--- src/design/hybrid_bisection_secant_root_finder_unit_macros.svh ---
// Assertion macros for the hybrid root finder.
// Included by modules that carry concurrent checks.
`ifndef HYBRID_BISECTION_SECANT_ROOT_FINDER_UNIT_MACROS_SVH
`define HYBRID_BISECTION_SECANT_ROOT_FINDER_UNIT_MACROS_SVH
`ifndef SYNTHESIS
`define HBS_ASSERT(lbl, clk, rstn, prop, msg) \
  lbl: assert property (@(posedge clk) disable iff (!rstn) prop) else $error(msg);
`define HBS_ASSERT_NR(lbl, clk, prop, msg) \
  lbl: assert property (@(posedge clk) prop) else $error(msg);
`else
`define HBS_ASSERT(lbl, clk, rstn, prop, msg)
`define HBS_ASSERT_NR(lbl, clk, prop, msg)
`endif
`endif

--- src/design/hbs_pkg.sv ---
// Shared types and codes for the hybrid root finder.
// No dependencies.
package hbs_pkg;
  localparam logic [1:0] ST_EVAL  = 2'd0;
  localparam logic [1:0] ST_ROOT  = 2'd1;
  localparam logic [1:0] ST_EXH   = 2'd2;
  localparam logic [1:0] ST_FAULT = 2'd3;

  localparam logic [1:0] REG_MAXEV = 2'd0;
  localparam logic [1:0] REG_VTOL  = 2'd1;
  localparam logic [1:0] REG_WTOL  = 2'd2;
  localparam logic [1:0] REG_SWW   = 2'd3;

  typedef struct packed {
    logic start;
    logic busy;
    logic done;
  } div_ctl_t;
endpackage

--- src/design/hbs_muldiv.sv ---
// Shared multiply/divide: signed x*y/z, one quotient bit per cycle, saturated.
// Depends on hbs_pkg.
module hbs_muldiv #(
  parameter int VB = 32
) (
  input  logic                 clk_i,
  input  logic                 rst_ni,
  input  logic                 start_i,
  input  logic signed [VB-1:0] x_i,
  input  logic signed [VB-1:0] y_i,
  input  logic signed [VB-1:0] z_i,
  output hbs_pkg::div_ctl_t    ctl_o,
  output logic signed [VB-1:0] q_o
);
  import hbs_pkg::*;
  localparam int PW = 2 * VB;
  localparam int CW = $clog2(PW + 1);

  logic [PW-1:0] prod_q, prod_d;
  logic [VB:0]   rem_q, rem_d;
  logic [PW-1:0] quo_q, quo_d;
  logic [VB-1:0] den_q, den_d;
  logic          neg_q, neg_d;
  logic [CW-1:0] cnt_q, cnt_d;
  logic          busy_q, busy_d, done_q, done_d;
  logic [VB-1:0] ax, ay, az;
  logic [VB:0]   trial;
  logic [PW-1:0] lim;

  assign ax = x_i[VB-1] ? VB'(-x_i) : VB'(x_i);
  assign ay = y_i[VB-1] ? VB'(-y_i) : VB'(y_i);
  assign az = z_i[VB-1] ? VB'(-z_i) : VB'(z_i);
  assign trial = {rem_q[VB-1:0], prod_q[PW-1]};

  always_comb begin
    prod_d = prod_q; rem_d = rem_q; quo_d = quo_q; den_d = den_q; neg_d = neg_q;
    cnt_d = cnt_q; busy_d = busy_q; done_d = 1'b0;
    if (start_i) begin
      prod_d = PW'(ax) * PW'(ay);
      den_d  = az;
      neg_d  = (x_i[VB-1] ^ y_i[VB-1]) ^ z_i[VB-1];
      rem_d  = '0; quo_d = '0;
      cnt_d  = CW'(PW);
      busy_d = 1'b1;
    end else if (busy_q) begin
      prod_d = {prod_q[PW-2:0], 1'b0};
      if (trial >= {1'b0, den_q}) begin
        rem_d = trial - {1'b0, den_q};
        quo_d = {quo_q[PW-2:0], 1'b1};
      end else begin
        rem_d = trial;
        quo_d = {quo_q[PW-2:0], 1'b0};
      end
      cnt_d = cnt_q - 1'b1;
      if (cnt_q == CW'(1)) begin
        busy_d = 1'b0; done_d = 1'b1;
      end
    end
  end

  always_ff @(posedge clk_i or negedge rst_ni) begin
    if (!rst_ni) begin
      busy_q <= 1'b0; done_q <= 1'b0; cnt_q <= '0;
    end else begin
      busy_q <= busy_d; done_q <= done_d; cnt_q <= cnt_d;
    end
  end

  always_ff @(posedge clk_i) begin
    prod_q <= prod_d; rem_q <= rem_d; quo_q <= quo_d; den_q <= den_d; neg_q <= neg_d;
  end

  always_comb begin
    lim = neg_q ? (PW'(1) << (VB - 1)) : ((PW'(1) << (VB - 1)) - PW'(1));
    if (quo_q > lim) q_o = neg_q ? VB'(-lim) : VB'(lim);
    else             q_o = neg_q ? VB'(-quo_q) : VB'(quo_q);
  end

  assign ctl_o.start = start_i;
  assign ctl_o.busy  = busy_q;
  assign ctl_o.done  = done_q;
endmodule

--- config.mk ---
export PLATFORM = sky130hd
export DESIGN_NAME = hbs_muldiv
export DESIGN_NICKNAME = d
export VERILOG_FILES = /design/src/design/hybrid_bisection_secant_root_finder_unit_macros.svh /design/src/design/hbs_pkg.sv /design/src/design/hbs_muldiv.sv
export SDC_FILE = /design/constraint.sdc
export NUM_CORES = 2
export LEC_CHECK = 0
export ABC_AREA = 1
export BUFFER_PORTS_ARGS = -buffer_cell sky130_fd_sc_hd__buf_4
export CORE_AREA = 2 2 316 318
export DETAILED_ROUTE_END_ITERATION = 10
export DIE_AREA = 0 0 318 320
export GPL_TIMING_DRIVEN = 1
export PLACE_DENSITY = 0.66
export RECOVER_POWER = 25
export SLEW_MARGIN = 20
export SYNTH_ARGS = -nofsm -noshare
export SYNTH_HDL_FRONTEND = slang
export SYNTH_SLANG_ARGS = --single-unit
--- constraint.sdc ---
create_clock -name clk_i -period 11.5 [get_ports clk_i]
set_clock_uncertainty 0.1 [all_clocks]
set_input_delay 3.45 -clock clk_i [delete_from_list [all_inputs] [get_ports clk_i]]
set_output_delay 3.45 -clock clk_i [all_outputs]
set_load 0.1 [all_outputs]
After elaboration in Yosys (flattened, before gate mapping) --
Cells that the tools add are included. Widths: inputs -> output; s select.
Word-level totals: flip-flop bits (word level) 202, bits in latches 0, bits in writable memories 0, memory bits (read-only) 0, word-level logic and storage cells 42, memories kept 0
Cells by class: $add $sub $neg 7, multiply operators 1, div/mod/pow operators 0, magnitude comparators 2, eq/ne operators 1, shifts and indexed selects 0, mux-type cells 19, bitwise gates (word level) 2, reductions and logical operators 1
Operator list (count):
- $mux 32 | 7
- $neg 32->32 | 5
- $mux 64 | 2
- $gt 64x32->1 | 1
- $mul 32x32->64 | 1
- $ge 33x32->1 | 1
- $sub 32x32->32 | 1
- $mux 31 | 1
- $mux 7 | 2
- $eq 7x1->1 const B | 1
- $mux 1 | 7
- $sub 7x1->7 const B | 1
- $reduce_bool 2->1 | 1
- $xor 1x1->1 | 2

Logic depth before layout (Yosys ltp) --
depth after elaboration 4, depth in mapped cells 43

Least setup slack after synthesis --
No wires, ideal clock.
path type input-to-reg, from in x_i[0], to reg prod_q[59], data pin, library setup time 0.254 ns, arrival time 10.893 ns, slack 0.253 ns, stages on the path 40, path buffers 3, cells stage by stage buf_6 -> clkinv_4 -> clkbuf_1 -> ha_1 -> inv_1 -> nor3_1 -> inv_1 -> nor2_1 -> nand2_1 -> xor2_1 -> nand2_1 -> o21ai_0 -> clkbuf_1 -> nor2_1 -> fa_1 -> inv_1 -> fa_1 -> fa_1 -> [4 not listed] -> fa_1 -> inv_1 -> fa_1 -> inv_1 -> fa_1 -> inv_1 -> ha_1 -> nand2_1 -> nor2_1 -> nand2_1 -> nor2_1 -> nand2_1 -> nand3_1 -> nand2_1 -> nand2_1 -> nand2_1 -> nand3_1 -> nand2_1
Between the ends: cells in the longest elaborated chain, start to end 4
RTL lines:
- start, declared | line hbs_muldiv.sv:9 | input logic signed [VB-1:0] x_i,
- $neg 32->32 | line hbs_muldiv.sv:30 | assign ax = x_i[VB-1] ? VB'(-x_i) : VB'(x_i);
- $mux 32 (*) | line hbs_muldiv.sv:30
- $mul 32x32->64 (*) | line hbs_muldiv.sv:39 | prod_d = PW'(ax) * PW'(ay);
- $mux 64 (*) | line hbs_muldiv.sv:38 | if (start_i) begin
- net prod_d[59] | line hbs_muldiv.sv:19 | logic [PW-1:0] prod_q, prod_d;
- end signal, assigned | line hbs_muldiv.sv:70 | prod_q <= prod_d; rem_q <= rem_d; quo_q <= quo_d; den_q <= den_d; neg_q <= neg_d;
- end, declared | line hbs_muldiv.sv:19
The timed path passes the listed nets; every way through them passes the cells marked *. A chain may end at the register's enable or synchronous reset.

Final worst setup path --
from in x_i[0], to reg prod_q[37], data pin
Same word-level chain as after synthesis.

==> metrics.txt <==
setup slack, reg-to-reg=7.51 ns; Yosys reg bits=202; port bufs=133; synthesized cell area=49000 sq um; total global routing overflow=0; Setup CP Type=primary input to register; CTS buffer count=23; max-slew violations=100; Synth area leaders=fa_1, nand2_1, inv_1; antenna diode count=0; violated checks=max-capacitance violations, max-slew violations; H-Tree Level Count=1; final core occ=0.556; asr flop ratio synth=0.0446; r2r startpoint=busy_q$_DFF_PN0_; Routed met3 length=12500 microns; DRT Pass-1 Iters=6; crit path time final=11.14 ns; Crit-path slowest cell=fa_1; max incr delay on CP=0.57 ns; core area=98000 sq um; highest metal used=met5; Multi-input gate area=37000 sq um; clock slew at reported path FFs=0.07 ns; CP max FO=15; post-synthesis sequential area ratio=0.103; fraction of layout cells with a size suffix above 1=0.0833; number of global-route vias before repair=44100; Post-Syn Nets=8004; first-pass GRT wire length=252000 microns; DIE HEIGHT=320 microns; final worst-path cycle share=0.969; vias per inst=5.27; dpl hpwl=138000 microns; fin nets=8278; # setup viols final=0; Final ANT Viol Nets=0; DR vias=43500; Layout Cells excl Fill=8253; M1 WL=63200 microns; pre-CTS WS=-0.241 ns; YS warnings=0; post-synthesis cell count=6675; Slew @ Worst Pin=2.25 ns; WL final=164000 microns; Area Growth Syn to Fin=11.2%; largest net degree at the start of global routing=91; end of the critical path=prod_q[37]$_DFFE_PP_; R2R Path End=prod_q[47]$_DFFE_PP_; Setup WS post-layout=0.360 ns; number of flops mapped to enable cells by yosys=97; Syn Area/Cell=7.34 sq um; GR Util All Layers=0.323; dpl cells=8208; Crit path top cell by count=fa_1; Arr. time, crit path=11.37 ns; worst endpoint required time=11.73 ns; Std-Cell Rows=115; drt initial violations=3581; Die Area=102000 sq um; Die W=318 microns; DRC Markers=0; metal2 WL=77200 microns; Worst R2R Path Depth=3; Crit. End Element=register; Max-Slew Margin vs Limit=-0.507; Initial Util=0.500; clock buffer depth=3; most frequent cells in the layout=nand2_1, inv_1, fa_1, nor2_1, buf_4; final hold vios=0; crit path launch=x_i[0]; # fillers=9505; Worst Hold Slack=0.372 ns; CTS root buf=clkbuf_16; Clock Latency Late Sink=0.57 ns; max frequency=0.0898 GHz; CTS tree=yes; HP Class=register to register; Top FF cell, synth=edfxtp_1; Register Area=5060 sq um; most common cell after layout, fill and taps aside=nand2_1; top-area cell type share of the netlist area=0.367; Avg WL per Cell=19.8 microns; Critical Path Start Type=primary input; antenna violations before repair=5; Cell variety after synth=50; HP Start=rem_q[20]$_SDFFE_PP0P_; IO Count=134; leading area contributor after synthesis=fa_1; max_cap viols=2; status=finished with violations; Clock Sinks=202; GP Congestion=0.996
## repair_timing
action                     CTS  global route
buffers inserted             0             3
gates resized for setup      0             7
hold buffers                 0             0
setup endpoints to repair    0            25
## layout make-up
class / instances / share of cell area
clock buffer: 25 / 0.0115
clock inverter: 17 / 0.00358
inverter: 1608 / 0.111
multi-input combinational: 4638 / 0.679
sequential: 202 / 0.0929
tap: 1287 / 0.0296
timing repair buffer: 476 / 0.0721
## registers in the layout, indices dropped and copies added, names as in the netlist
name    cells
done_q      1
busy_q      1
prod_q     64
rem_q      32
den_q      32
cnt_q       7
neg_q       1
quo_q      64
## critical path, delay by kind of cell
kind | cells | cell delay, ns
fa+ha+maj | 9 | 4.46
simple gates | 14 | 2.04
buf+inv | 9 | 1.12
compound gates | 2 | 0.27
## worst min-delay path by stage
stage | end | slack [ns] | depth (start not counted)
5_1_grt | rem_q[19]$_SDFFE_PP0P_ | 0.39 | 2
6_report | rem_q[20]$_SDFFE_PP0P_ | 0.37 | 2
3_5_place_dp | rem_q[19]$_SDFFE_PP0P_ | 0.36 | 2
4_1_cts | rem_q[19]$_SDFFE_PP0P_ | 0.37 | 2
3_3_place_gp | rem_q[18]$_SDFFE_PP0P_ | 0.35 | 2
2_1_floorplan | rem_q[12]$_SDFFE_PP0P_ | 0.34 | 2
## stage by stage
step	setup TNS, ns	instance area [sq um]
4_1_cts	0	54500
2_1_floorplan	0	49000
6_report	0	54500
5_1_grt	-0.0279	54500
3_3_place_gp	-2.18	53600
3_5_place_dp	-4.96	53600
## routing by layer
layer,up-vias,track usage
met3,521,0.0493
met2,1833,0.543
li1,20100,-
met4,8,0.174
met1,21100,0.402
met5,-,0
## Yosys cell counts, types with 75 or more instances
| master | n |
|---|---|
| nand2_1 | 1740 |
| inv_1 | 1582 |
| fa_1 | 897 |
| nor2_1 | 792 |
| ha_1 | 333 |
| nand3_1 | 268 |
| clkbuf_1 | 160 |
| a21oi_1 | 107 |
| o21ai_0 | 106 |
| edfxtp_1 | 97 |
| dfxtp_1 | 96 |
| xor2_1 | 75 |
## logic make-up (layout without fill, tap and decap cells)
logic type                 count (synthesis)  after routing  share of synthesized area
DFF                                      202            202                      0.103
xor gates and xnor gates                 127            127                     0.0236
buffers and inverters                   1835           2126                      0.143
AOI/OAI and AO/OA                        307            307                     0.0343
adders and majority gates               1230           1230                      0.452
and+or+nand+nor                         2974           2974                      0.244
Power is not shown: default switching activity piles up to over one toggle a cycle in this logic, so the estimate is an artifact.
